[src/rtl/core/sgsw_pkg.sv]
// shared types, register codes and the row expansion function of the glyph span writer
`timescale 1ns / 1ps

package sgsw_pkg;

   localparam int GLYPH_SIZE      = 8;
   localparam int SCALE_LIMIT     = 8;
   localparam int MAX_SCALE_DEF   = 8;
   localparam int MAX_DIM_DEF     = 4096;

   localparam logic [1:0] REG_SCREEN_WIDTH  = 2'd0;
   localparam logic [1:0] REG_SCREEN_HEIGHT = 2'd1;
   localparam logic [1:0] REG_ROW_STRIDE    = 2'd2;

   localparam logic [12:0] SCREEN_WIDTH_RST  = 13'd640;
   localparam logic [12:0] SCREEN_HEIGHT_RST = 13'd480;
   localparam logic [13:0] ROW_STRIDE_RST    = 14'd640;

   typedef struct packed {
      logic [12:0] screen_width;
      logic [12:0] screen_height;
      logic [13:0] row_stride;
   } csr_type;

   typedef struct packed {
      logic        valid;
      logic        flush;
      logic [7:0]  row_byte;
      logic [3:0]  scale;
      logic [16:0] y;
      logic [15:0] x;
      logic [31:0] color;
      logic [63:0] clip;
   } seq_tok_type;

   typedef struct packed {
      logic        valid;
      logic        flush;
      logic        emit;
      logic [63:0] mask;
      logic [24:0] prod;
      logic [15:0] x;
      logic [31:0] color;
   } row_tok_type;

   function automatic logic [63:0] expand_row(logic [7:0] row_byte, logic [3:0] scale);
      logic [63:0] m;
      m = '0;
      for (int sc = 1; sc <= SCALE_LIMIT; sc++) begin
         if (scale == 4'(sc)) begin
            for (int c = 0; c < GLYPH_SIZE; c++) begin
               for (int k = 0; k < sc; k++) begin
                  m[c * sc + k] = row_byte[GLYPH_SIZE - 1 - c];
               end
            end
         end
      end
      return m;
   endfunction

endpackage

[src/rtl/core/sgsw_csr.sv]
// configuration registers: width, height and stride
`timescale 1ns / 1ps

module sgsw_csr
   import sgsw_pkg::*;
(
   input  logic        clock,
   input  logic        reset,
   input  logic        csr_valid,
   output logic        csr_ready,
   input  logic [1:0]  csr_index,
   input  logic [15:0] csr_wdata,
   output csr_type     csr_out
);

   logic [12:0] width_ff, width_in;
   logic [12:0] height_ff, height_in;
   logic [13:0] stride_ff, stride_in;

   assign csr_ready = 1'b1;

   always_comb begin
      width_in  = width_ff;
      height_in = height_ff;
      stride_in = stride_ff;
      if (csr_valid) begin
         case (csr_index)
            REG_SCREEN_WIDTH:  width_in  = csr_wdata[12:0];
            REG_SCREEN_HEIGHT: height_in = csr_wdata[12:0];
            REG_ROW_STRIDE:    stride_in = csr_wdata[13:0];
            default: ;
         endcase
      end
   end

   always_ff @(posedge clock) begin
      if (reset) begin
         width_ff  <= SCREEN_WIDTH_RST;
         height_ff <= SCREEN_HEIGHT_RST;
         stride_ff <= ROW_STRIDE_RST;
      end else begin
         width_ff  <= width_in;
         height_ff <= height_in;
         stride_ff <= stride_in;
      end
   end

   assign csr_out.screen_width  = width_ff;
   assign csr_out.screen_height = height_ff;
   assign csr_out.row_stride    = stride_ff;

endmodule

[src/rtl/core/sgsw_seq.sv]
// glyph capture, right clip mask and row sequencer
`timescale 1ns / 1ps

module sgsw_seq
   import sgsw_pkg::*;
#(
   parameter int MAX_SCALE = MAX_SCALE_DEF,
   parameter int MAX_DIM   = MAX_DIM_DEF
) (
   input  logic        clock,
   input  logic        reset,
   input  logic        req_valid,
   output logic        req_stall,
   input  logic [63:0] req_glyph_bits,
   input  logic [15:0] req_left_x,
   input  logic [15:0] req_top_y,
   input  logic [3:0]  req_scale_factor,
   input  logic [31:0] req_pixel_color,
   input  csr_type     csr,
   input  logic        advance,
   output seq_tok_type tok
);

   localparam int SW = $clog2(MAX_SCALE + 1);

   logic              busy_ff, busy_in;
   logic              flush_ff, flush_in;
   logic [63:0]       glyph_ff, glyph_in;
   logic [15:0]       x_ff, x_in;
   logic [16:0]       y_ff, y_in;
   logic [3:0]        scale_ff, scale_in;
   logic [31:0]       color_ff, color_in;
   logic [63:0]       clip_ff, clip_in;
   logic [2:0]        r_ff, r_in;
   logic [SW-1:0]     s_ff, s_in;
   seq_tok_type       tok_ff, tok_in;

   logic              accept;
   logic [13:0]       w_sat;
   logic [16:0]       w_diff;
   logic [63:0]       clip_new;
   logic              s_end;

   assign req_stall = busy_ff;
   assign accept    = req_valid && !busy_ff;

   always_comb begin
      w_sat  = (14'(csr.screen_width) > 14'(MAX_DIM)) ? 14'(MAX_DIM) : 14'(csr.screen_width);
      w_diff = 17'(w_sat) - 17'(req_left_x);
      if (req_left_x >= 16'(w_sat)) begin
         clip_new = '0;
      end else if (w_diff >= 17'd64) begin
         clip_new = '1;
      end else begin
         clip_new = (64'd1 << w_diff[5:0]) - 64'd1;
      end
   end

   assign s_end = (4'(s_ff) + 4'd1) == scale_ff;

   always_comb begin
      busy_in  = busy_ff;
      flush_in = flush_ff;
      glyph_in = glyph_ff;
      x_in     = x_ff;
      y_in     = y_ff;
      scale_in = scale_ff;
      color_in = color_ff;
      clip_in  = clip_ff;
      r_in     = r_ff;
      s_in     = s_ff;
      tok_in   = tok_ff;

      if (accept) begin
         busy_in  = 1'b1;
         flush_in = 1'b0;
         glyph_in = req_glyph_bits;
         x_in     = req_left_x;
         y_in     = 17'(req_top_y);
         scale_in = (req_scale_factor > 4'(MAX_SCALE)) ? 4'(MAX_SCALE) : req_scale_factor;
         color_in = req_pixel_color;
         clip_in  = clip_new;
         r_in     = '0;
         s_in     = '0;
      end

      if (advance) begin
         tok_in.valid    = busy_ff;
         tok_in.flush    = flush_ff || (scale_ff == 4'd0);
         tok_in.row_byte = glyph_ff[8 * r_ff +: 8];
         tok_in.scale    = scale_ff;
         tok_in.y        = y_ff;
         tok_in.x        = x_ff;
         tok_in.color    = color_ff;
         tok_in.clip     = clip_ff;
         if (busy_ff) begin
            if (flush_ff || scale_ff == 4'd0) begin
               busy_in = 1'b0;
            end else begin
               y_in = y_ff + 17'd1;
               if (s_end) begin
                  s_in = '0;
                  r_in = r_ff + 3'd1;
                  if (r_ff == 3'(GLYPH_SIZE - 1)) begin
                     flush_in = 1'b1;
                  end
               end else begin
                  s_in = s_ff + 1'b1;
               end
            end
         end
      end
   end

   always_ff @(posedge clock) begin
      if (reset) begin
         busy_ff      <= 1'b0;
         tok_ff.valid <= 1'b0;
      end else begin
         busy_ff      <= busy_in;
         tok_ff.valid <= tok_in.valid;
      end
      flush_ff          <= flush_in;
      glyph_ff          <= glyph_in;
      x_ff              <= x_in;
      y_ff              <= y_in;
      scale_ff          <= scale_in;
      color_ff          <= color_in;
      clip_ff           <= clip_in;
      r_ff              <= r_in;
      s_ff              <= s_in;
      tok_ff.flush      <= tok_in.flush;
      tok_ff.row_byte   <= tok_in.row_byte;
      tok_ff.scale      <= tok_in.scale;
      tok_ff.y          <= tok_in.y;
      tok_ff.x          <= tok_in.x;
      tok_ff.color      <= tok_in.color;
      tok_ff.clip       <= tok_in.clip;
   end

   assign tok = tok_ff;

endmodule

[src/rtl/core/sgsw_row.sv]
// row stage: magnified mask, bottom clip and row offset product
`timescale 1ns / 1ps

module sgsw_row
   import sgsw_pkg::*;
#(
   parameter int MAX_DIM = MAX_DIM_DEF
) (
   input  logic        clock,
   input  logic        reset,
   input  csr_type     csr,
   input  logic        advance,
   input  seq_tok_type tok,
   output row_tok_type row
);

   row_tok_type row_ff, row_in;
   logic [13:0] h_sat;
   logic [63:0] mask;
   logic [30:0] prod;

   always_comb begin
      h_sat = (14'(csr.screen_height) > 14'(MAX_DIM)) ? 14'(MAX_DIM) : 14'(csr.screen_height);
      mask  = expand_row(tok.row_byte, tok.scale) & tok.clip;
      prod  = 31'(tok.y) * 31'(csr.row_stride);
      row_in = row_ff;
      if (advance) begin
         row_in.valid = tok.valid;
         row_in.flush = tok.flush;
         row_in.emit  = tok.valid && !tok.flush && (tok.y < 17'(h_sat)) && (mask != '0);
         row_in.mask  = mask;
         row_in.prod  = prod[24:0];
         row_in.x     = tok.x;
         row_in.color = tok.color;
      end
   end

   always_ff @(posedge clock) begin
      if (reset) begin
         row_ff.valid <= 1'b0;
         row_ff.flush <= 1'b0;
         row_ff.emit  <= 1'b0;
      end else begin
         row_ff.valid <= row_in.valid;
         row_ff.flush <= row_in.flush;
         row_ff.emit  <= row_in.emit;
      end
      row_ff.mask  <= row_in.mask;
      row_ff.prod  <= row_in.prod;
      row_ff.x     <= row_in.x;
      row_ff.color <= row_in.color;
   end

   assign row = row_ff;

endmodule

[src/rtl/core/sgsw_emit.sv]
// one-row hold for the last flag, address add and result register
`timescale 1ns / 1ps

module sgsw_emit
   import sgsw_pkg::*;
(
   input  logic        clock,
   input  logic        reset,
   input  row_tok_type row,
   output logic        advance,
   output logic        rsp_valid,
   input  logic        rsp_stall,
   output logic [24:0] rsp_row_address,
   output logic [63:0] rsp_pixel_mask,
   output logic [31:0] rsp_write_color,
   output logic        rsp_last_row
);

   logic        pend_valid_ff, pend_valid_in;
   logic [24:0] pend_prod_ff, pend_prod_in;
   logic [15:0] pend_x_ff, pend_x_in;
   logic [63:0] pend_mask_ff, pend_mask_in;
   logic [31:0] pend_color_ff, pend_color_in;

   logic        rsp_valid_ff, rsp_valid_in;
   logic [24:0] rsp_addr_ff, rsp_addr_in;
   logic [63:0] rsp_mask_ff, rsp_mask_in;
   logic [31:0] rsp_color_ff, rsp_color_in;
   logic        rsp_last_ff, rsp_last_in;

   logic        release_row;

   assign advance     = !rsp_valid_ff || !rsp_stall;
   assign release_row = row.valid && (row.emit || row.flush) && pend_valid_ff;

   always_comb begin
      pend_valid_in = pend_valid_ff;
      pend_prod_in  = pend_prod_ff;
      pend_x_in     = pend_x_ff;
      pend_mask_in  = pend_mask_ff;
      pend_color_in = pend_color_ff;
      rsp_valid_in  = rsp_valid_ff;
      rsp_addr_in   = rsp_addr_ff;
      rsp_mask_in   = rsp_mask_ff;
      rsp_color_in  = rsp_color_ff;
      rsp_last_in   = rsp_last_ff;
      if (advance) begin
         rsp_valid_in = release_row;
         if (release_row) begin
            rsp_addr_in  = pend_prod_ff + {9'd0, pend_x_ff};
            rsp_mask_in  = pend_mask_ff;
            rsp_color_in = pend_color_ff;
            rsp_last_in  = row.flush;
         end
         if (row.valid && row.emit) begin
            pend_valid_in = 1'b1;
            pend_prod_in  = row.prod;
            pend_x_in     = row.x;
            pend_mask_in  = row.mask;
            pend_color_in = row.color;
         end else if (row.valid && row.flush) begin
            pend_valid_in = 1'b0;
         end
      end
   end

   always_ff @(posedge clock) begin
      if (reset) begin
         pend_valid_ff <= 1'b0;
         rsp_valid_ff  <= 1'b0;
      end else begin
         pend_valid_ff <= pend_valid_in;
         rsp_valid_ff  <= rsp_valid_in;
      end
      pend_prod_ff  <= pend_prod_in;
      pend_x_ff     <= pend_x_in;
      pend_mask_ff  <= pend_mask_in;
      pend_color_ff <= pend_color_in;
      rsp_addr_ff   <= rsp_addr_in;
      rsp_mask_ff   <= rsp_mask_in;
      rsp_color_ff  <= rsp_color_in;
      rsp_last_ff   <= rsp_last_in;
   end

   assign rsp_valid       = rsp_valid_ff;
   assign rsp_row_address = rsp_addr_ff;
   assign rsp_pixel_mask  = rsp_mask_ff;
   assign rsp_write_color = rsp_color_ff;
   assign rsp_last_row    = rsp_last_ff;

`ifndef SYNTHESIS
   a_flush_empty: assert property (@(posedge clock) disable iff (reset)
      (advance && row.valid && row.flush && !pend_valid_ff) |=> !rsp_valid_ff)
      else $error("flush with empty hold produced a beat");
   a_emit_held: assert property (@(posedge clock) disable iff (reset)
      (advance && row.valid && row.emit) |=> pend_valid_ff)
      else $error("emitted row not captured in hold");
   a_not_last_pending: assert property (@(posedge clock) disable iff (reset)
      (rsp_valid_ff && !rsp_last_ff) |-> pend_valid_ff)
      else $error("non-final row shown with nothing held behind it");
`endif

endmodule

[src/rtl/core/scaled_glyph_span_writer.sv]
// path: the sequencer captures the glyph beat; each row then passes the token register, the row
// register, the one-row hold and the result register, one row per cycle while rsp_stall is low;
// a new glyph is taken only once the sequencer is idle: it walks every magnified row, a flush
// slot, then frees a one-row hold before the result register sets the last-row flag
// reset: synchronous, clears all valid and busy state; registers return to 640, 480, 640
`timescale 1ns / 1ps

module scaled_glyph_span_writer
   import sgsw_pkg::*;
#(
   parameter int MAX_SCALE = MAX_SCALE_DEF,
   parameter int MAX_DIM   = MAX_DIM_DEF
) (
   input  logic        clock,
   input  logic        reset,
   input  logic        req_valid,
   output logic        req_stall,
   input  logic [63:0] req_glyph_bits,
   input  logic [15:0] req_left_x,
   input  logic [15:0] req_top_y,
   input  logic [3:0]  req_scale_factor,
   input  logic [31:0] req_pixel_color,
   output logic        rsp_valid,
   input  logic        rsp_stall,
   output logic [24:0] rsp_row_address,
   output logic [63:0] rsp_pixel_mask,
   output logic [31:0] rsp_write_color,
   output logic        rsp_last_row,
   input  logic        csr_valid,
   output logic        csr_ready,
   input  logic [1:0]  csr_index,
   input  logic [15:0] csr_wdata
);

   csr_type     csr;
   logic        advance;
   seq_tok_type tok;
   row_tok_type row;

   sgsw_csr u_csr (
      .clock     (clock),
      .reset     (reset),
      .csr_valid (csr_valid),
      .csr_ready (csr_ready),
      .csr_index (csr_index),
      .csr_wdata (csr_wdata),
      .csr_out   (csr)
   );

   sgsw_seq #(
      .MAX_SCALE (MAX_SCALE),
      .MAX_DIM   (MAX_DIM)
   ) u_seq (
      .clock            (clock),
      .reset            (reset),
      .req_valid        (req_valid),
      .req_stall        (req_stall),
      .req_glyph_bits   (req_glyph_bits),
      .req_left_x       (req_left_x),
      .req_top_y        (req_top_y),
      .req_scale_factor (req_scale_factor),
      .req_pixel_color  (req_pixel_color),
      .csr              (csr),
      .advance          (advance),
      .tok              (tok)
   );

   sgsw_row #(
      .MAX_DIM (MAX_DIM)
   ) u_row (
      .clock   (clock),
      .reset   (reset),
      .csr     (csr),
      .advance (advance),
      .tok     (tok),
      .row     (row)
   );

   sgsw_emit u_emit (
      .clock           (clock),
      .reset           (reset),
      .row             (row),
      .advance         (advance),
      .rsp_valid       (rsp_valid),
      .rsp_stall       (rsp_stall),
      .rsp_row_address (rsp_row_address),
      .rsp_pixel_mask  (rsp_pixel_mask),
      .rsp_write_color (rsp_write_color),
      .rsp_last_row    (rsp_last_row)
   );

endmodule
[config.mk]
export PLATFORM = sky130hd
export DESIGN_NAME = scaled_glyph_span_writer
export DESIGN_NICKNAME = d
export VERILOG_FILES = /design/src/rtl/core/sgsw_pkg.sv /design/src/rtl/core/sgsw_csr.sv /design/src/rtl/core/sgsw_seq.sv /design/src/rtl/core/sgsw_row.sv /design/src/rtl/core/sgsw_emit.sv /design/src/rtl/core/scaled_glyph_span_writer.sv
export SDC_FILE = /design/constraint.sdc
export NUM_CORES = 2
export LEC_CHECK = 0
export BUFFER_PORTS_ARGS = -buffer_cell sky130_fd_sc_hd__buf_2
export CAP_MARGIN = 20
export CORE_MARGIN = 2
export CORE_UTILIZATION = 55
export CTS_BUF_LIST = sky130_fd_sc_hd__clkbuf_8
export CTS_CLUSTER_SIZE = 10
export DETAILED_ROUTE_END_ITERATION = 16
export MAX_ROUTING_LAYER = met4
export PLACE_DENSITY_LB_ADDON = 0.25
export SLEW_MARGIN = 15
export SYNTH_ARGS = -nofsm -noshare
export SYNTH_HDL_FRONTEND = slang
export SYNTH_SLANG_ARGS = --single-unit
[constraint.sdc]
create_clock -name clock -period 20.5 [get_ports clock]
set_input_delay 4.1 -clock clock [delete_from_list [all_inputs] [get_ports clock]]
set_output_delay 4.1 -clock clock [all_outputs]
set_load 0.03 [all_outputs]
Word-level counts from Yosys, hierarchy flattened
Index checks and enable logic that the tools add are counted.

word-level totals
  bits in registers = 790
  bits of input ports = 155
  output and inout port bits = 125
  word-level logic and storage cells = 128

cells by class
  add/subtract/negate cells = 6
  $mul = 1
  $lt $le $gt $ge = 6
  eq/ne operators = 12
  shifts and indexed selects = 2
  multiplexer cells = 37
  bitwise operators = 1
  reduce and logical (&&, ||, !) cells = 25

operators with widths
  operator                                                            count
  2-to-1 mux 64 bit                                                   2
  2-to-1 mux 17 bit                                                   4
  bitwise AND 64 bit                                                  1
  nonzero test 64 bit                                                 1
  variable part select 64 x 7 -> 8 bit                                1
  << shifter 1 x 6 -> 64 bit, first input constant                    1
  subtractor 64 x 1 -> 64 bit, second input constant                  1
  2-to-1 mux 56 bit                                                   1
  2-to-1 mux 48 bit                                                   1
  2-to-1 mux 40 bit                                                   1
  2-to-1 mux 32 bit                                                   1
  greater-than comparator 13 bit, second input constant               2
  2-to-1 mux 13 bit                                                   2
  adder 25 x 16 -> 25 bit                                             1
  multiplier 17 x 14 -> 25 bit                                        1
  2-to-1 mux 24 bit                                                   1
  2-to-1 mux 4 bit                                                    5
  adder 17 x 1 -> 17 bit, second input constant                       1
  greater-or-equal comparator 17 x 7 -> 1 bit, second input constant  1
  less-than comparator 17 x 14 -> 1 bit                               1
  subtractor 14 x 16 -> 17 bit                                        1
  == test 4 x 3 -> 1 bit, second input constant                       4
  greater-or-equal comparator 16 x 14 -> 1 bit                        1
  2-to-1 mux 16 bit                                                   1
  other kinds (20)                                                    53

Depth between registers and ports, before layout
  depth after elaboration = 12
  gate-level depth with buffers = 23

Modules after synthesis
A second synthesis with hierarchy kept.

second synthesis, totals
  cell total of the unflattened synthesis = 2750
  area total of the unflattened synthesis = 37652.4 µm²

modules (own cells, without submodules)
  module     instances  cells an instance  area an instance (µm²)  seq. area each (µm²)
  sgsw_seq   1          918                13879.6                 10209.8
  sgsw_row   1          1284               13341.5                 4174.0
  sgsw_emit  1          392                8778.4                  7817.5
  sgsw_csr   1          156                1652.8                  800.8

Worst setup path after synthesis
OpenSTA, ideal clock, no wires.

  kind = input-to-reg
  start point = input port rsp_stall
  end point = register u_emit.pend_color_ff[0] (enable)
  setup time = 0.868 ns
  arrival = 13.461 ns
  data required time = 19.632 ns
  slack = 6.171 ns
  stages on the path = 4
  cell sequence = and2_1 > clkbuf_1 > clkinv_1 > and3_1

on the way
  word-level cells in the longest chain between the ends = 3

ends and longest elaborated chain
  what                           line                            text
  start: declaration             scaled_glyph_span_writer.sv:24  input logic rsp_stall,
  zero test 1 bit                sgsw_emit.sv:33                 assign advance = !rsp_valid_ff || !rsp_stall;
  logical OR 1 bit               sgsw_emit.sv:33
  net advance                    scaled_glyph_span_writer.sv:36  logic advance;
  AND reduction 2 bit (no line)  n/a
  end signal: assignment         sgsw_emit.sv:78                 pend_color_ff <= pend_color_in;
  end: declaration               sgsw_emit.sv:23                 logic [31:0] pend_color_ff, pend_color_in;

The timed path passes the listed nets, and every way through them passes these cells.
A chain may end at the register's enable or synchronous reset.

Worst setup path after layout
  start point = input port req_left_x[0]
  end point = register u_seq.clip_ff[22], data pin

on the way
  word-level cells in the longest chain between the ends = 4
  elaborated cells between the ends (all ways) = 6

ends and longest elaborated chain
  what                          line                            text
  start: declaration            scaled_glyph_span_writer.sv:19  input logic [15:0] req_left_x,
  subtractor 14 x 16 -> 17 bit  sgsw_seq.sv:49                  w_diff = 17'(w_sat) - 17'(req_left_x);
  << shifter 1 x 6 -> 64 bit    sgsw_seq.sv:55                  clip_new = (64'd1 << w_diff[5:0]) - 64'd1;
  subtractor 64 x 1 -> 64 bit   sgsw_seq.sv:55
  2-to-1 mux 64 bit             sgsw_seq.sv:52                  end else if (w_diff >= 17'd64) begin
  end signal: assignment        sgsw_seq.sv:129                 clip_ff <= clip_in;
  end: declaration              sgsw_seq.sv:33                  logic [63:0] clip_ff, clip_in;

Several ways; a longest one is shown, not always the timed one.

==> metrics.md <==
| Metric | Value |
|---|---|
| Clk buf depth | 3 |
| Vias in the first global route | 23553 |
| Setup crit start kind | primary input |
| Die Y | 264.8 um |
| CTS tree | built |
| Clock latency on the worst-skew pair | 770 ps |
| Post-DP HPWL | 56380 um |
| Area grow syn2layout | 12.57% |
| Count of pins over their slew limit | 0 |
| Largest net degree at the start of global routing | 123 |
| Layout cells sized above 1 | 16.71% |
| Max Cap Viol | 0 |
| Worst-margin pin slew | 1044 ps |
| Via/cell ratio | 5.623 |
| Num CTS Buffers | 132 |
| Cts hold-fix bufs | 0 |
| Achievable Freq | 111.5 MHz |
| Overflow after GRT | 0 |
| Worst-case reg-to-reg path depth | 22 |
| Synth unique cells | 93 |
| Post-synthesis async set-or-reset flop share | 0% |
| Synth area leaders | edfxtp_1 (58%), fa_1 (8.9%), dfxtp_1 (3.9%) |
| Ports | 280 |
| FP Rows | 95 |
| Final nets | 3538 |
| Syn nets | 3232 |
| DRT Pass-1 Iters | 6 |
| Mapped cell area | 0.03742 sq mm |
| Syn_area_per_cell | 13.37 sq um |
| Tcrit/Tclk final | 43.73% |
| CP Data Required Time | 21100 ps |
| Setup TNS | 0 ps |
| Worst setup endpoint | u_seq.clip_ff[22] |
| DRT iter0 DRCs | 1665 |
| DR vias | 22975 |
| Area share of the largest cell type after synthesis | 57.62% |
| Minimum clock period | 8965 ps |
| PortBufs | 276 |
| GRT Total Usage | 24.11% |
| R2r startpoint | u_seq.tok[117] |
| RSZ-0062 raised after global routing | no |
| Synth Instances | 2799 |
| CTS resizes | 0 |
| Clock slew at reported path FFs | 60 ps |
| CP startpoint | req_left_x[0] |
| Placement Cell Area | 0.03951 sq mm |
| Yosys synthesis warning count | 0 |
| Number of flops mapped to enable cells by yosys | 718 |
| Die W | 264.8 um |
| PD cells | 100.4 mW/mm^2 |
| Yosys top cell by area | edfxtp_1 |
| CTS root buffer | clkbuf_8 |
| Crit path kind | in2reg |
| Post-synthesis sequential area ratio | 61.47% |
| Clock sinks | 790 |
| H-tree depth | 4 |
| Routed wire length | 80700 um |
| Hold_sp | u_emit.pend_color_ff[3] |
| Leakage | 0.01686 uW |
| Avg WL per Cell | 19.75 um |
| CP arrival | 9560 ps |
| Final Setup Violations | 0 |
| Final Skew | 37.72 ps |
| R2R setup slack | 13620 ps |
| Worst vdd ir | 0.00008335 V |
| Final instance area | 0.04212 sq mm |
| Post-CTS setup buffer count | 0 |
| Fin. Hold Viols | 0 |
| Slew Limit Headroom | 29.90% |
| Routability cong. | 0.9033 |
| Initial antenna violation count | 12 |
| Reg2Reg Capture Point | u_row.row[72] |
| Die Area | 0.07013 sq mm |
| Post-synthesis register bit count | 790 |
| Initial Util | 55.62% |
| Global-route wire length before repair | 127200 um |
| Hold Crit Class | reg2reg |
| Status | complete, no violations |
| Core ar. | 0.06728 sq mm |
| Routed Antenna Nets | 0 |
| Top_reg_cell synth | edfxtp_1 |
| Crit end category | flop |
| DRC viols | 0 |
| Maximum fanout along the worst path | 23 |
-- worst min path at each step --
stage | end | slack (ps) | cells after the start
2_1_floorplan | u_emit.pend_color_ff[0] | 400 | 0
3_3_place_gp | u_emit.pend_color_ff[6] | 400 | 0
3_5_place_dp | u_emit.pend_color_ff[31] | 400 | 0
4_1_cts | u_row.row[42] | 410 | 0
5_1_grt | u_row.row[42] | 410 | 0
6_report | u_emit.rsp_write_color[3] | 400 | 0
-- area by class of cell --
type | count | area, sq um
flip-flops and latches | 790 | 23000
clock buffers | 139 | 1913
inverters | 239 | 912.1
well taps | 873 | 1092
repair buffers | 303 | 1584
multi-input cells | 1639 | 12920
clock inverters | 92 | 673.1
fillers | 5048 | 25160
diodes | 11 | 27.53
-- metal layers --
layer  part of all wire [%]  track usage [%]  up-vias
li1                       -                -    10656
met1                     45            33.44    11217
met2                     46            35.78      949
met3                    7.3            4.830      153
met4                    2.5            8.627        0
met5                      0                -        -
-- stage by stage --
| stage | total power (uW) | worst slack, ps | hold slack [ps] | util [%] | instances |
|---|---|---|---|---|---|
| final | 4228 | 11540 | 404.2 | 62.61 | 4086 |
| after global routing | 4478 | 11220 | 406.3 | 62.61 | 4085 |
| after CTS | 4266 | 11630 | 405.1 | 62.57 | 4075 |
| after detailed placement | 2900 | 10800 | 404.5 | 58.72 | 3844 |
| after global placement | 2864 | 10730 | 400.6 | 58.72 | 3844 |
| after floorplan | 2651 | 6171 | 400.3 | - | 2799 |
-- where the power goes --
| group | internal [uW] | switching (uW) |
|---|---|---|
| combinational | 392 | 529 |
| sequential | 1880 | 83.1 |
| clock | 725 | 622 |
-- flip-flops by register name (all words and copies together), names as in the netlist, 13 cells and up --
signal / flops
u_emit.rsp_pixel_mask: 64
u_emit.rsp_row_address: 25
u_emit.pend_x_ff: 16
u_emit.rsp_write_color: 32
u_emit.pend_color_ff: 32
u_seq.x_ff: 16
u_csr.width_ff: 13
u_csr.height_ff: 13
u_seq.y_ff: 17
u_emit.pend_prod_ff: 25
u_emit.pend_mask_ff: 64
u_seq.glyph_ff: 64
u_csr.stride_ff: 14
u_row.row: 140
u_seq.tok: 143
u_seq.clip_ff: 64
u_seq.color_ff: 32
-- critical path, cell delays in order --
cell and delay [ps]:
buf_2 100, ha_1 170, inv_1 60, fa_1 430
a21o_1 230, a21oi_1 310, xor2_1 660, o21ai_0 190
buf_4 240, a211oi_1 610, nand2_1 120, ha_1 550
o211ai_1 410, nand2_1 610, or3_1 530, a41oi_1 210
-- placed cells by master, fill, tap and decap left out, types with 8 or more instances in the layout --
master and n:
nand4_1 9, nand2b_1 15, diode_2 11, and2_1 141
edfxtp_1 718, clkinv_1 23, nand3b_1 16, xnor2_1 51
inv_1 274, and3_1 21, buf_4 27, or3_1 10
fa_1 166, a41oi_1 9, ha_1 112, nand2_1 313
xor2_1 19, nor3_1 32, a21o_1 24, mux4_2 16
buf_2 276, o21ai_0 80, o31ai_1 13, nor2_1 84
a211oi_1 20, a21oi_1 142, clkinv_2 11, mux2i_1 9
nand3_1 45, a21boi_0 8, dfxtp_1 71, nor2b_1 51
clkbuf_8 139, o22ai_1 8, o21a_1 20, a31oi_1 39
nor4_1 24, mux2_2 11
-- synthesized netlist by cell type (10+ instances only) --
cell      number
mux4_2        16
nand2b_1      15
nand3_1       45
inv_1        236
nand2_1      313
edfxtp_1     718
fa_1         166
a21oi_1      142
and2_1       141
nor4_1        24
or3_1         10
nor2_1        84
xnor2_1       52
and3_1        22
mux2_2        11
a211oi_1      20
nand3b_1      16
dfxtp_1       72
o21ai_0       80
o21a_1        21
o31ai_1       13
nor2b_1       51
xor2_1        19
nor3_1        32
ha_1         112
a31oi_1       39
clkbuf_1     100
a21o_1        24
-- kinds of logic (layout without fill, tap and decap cells) --
logic type,Yosys count,count (layout),share of synthesized area (%)
other cells,1,12,0.01002
buf+inv,370,773,4.083
fa+ha+maj,278,278,12.63
mux,36,36,1.535
xor+xnor,71,71,1.662
compound gates,449,449,7.745
flops,790,790,61.47
simple gates,804,804,10.86
Power figures use the tool's default switching activity.
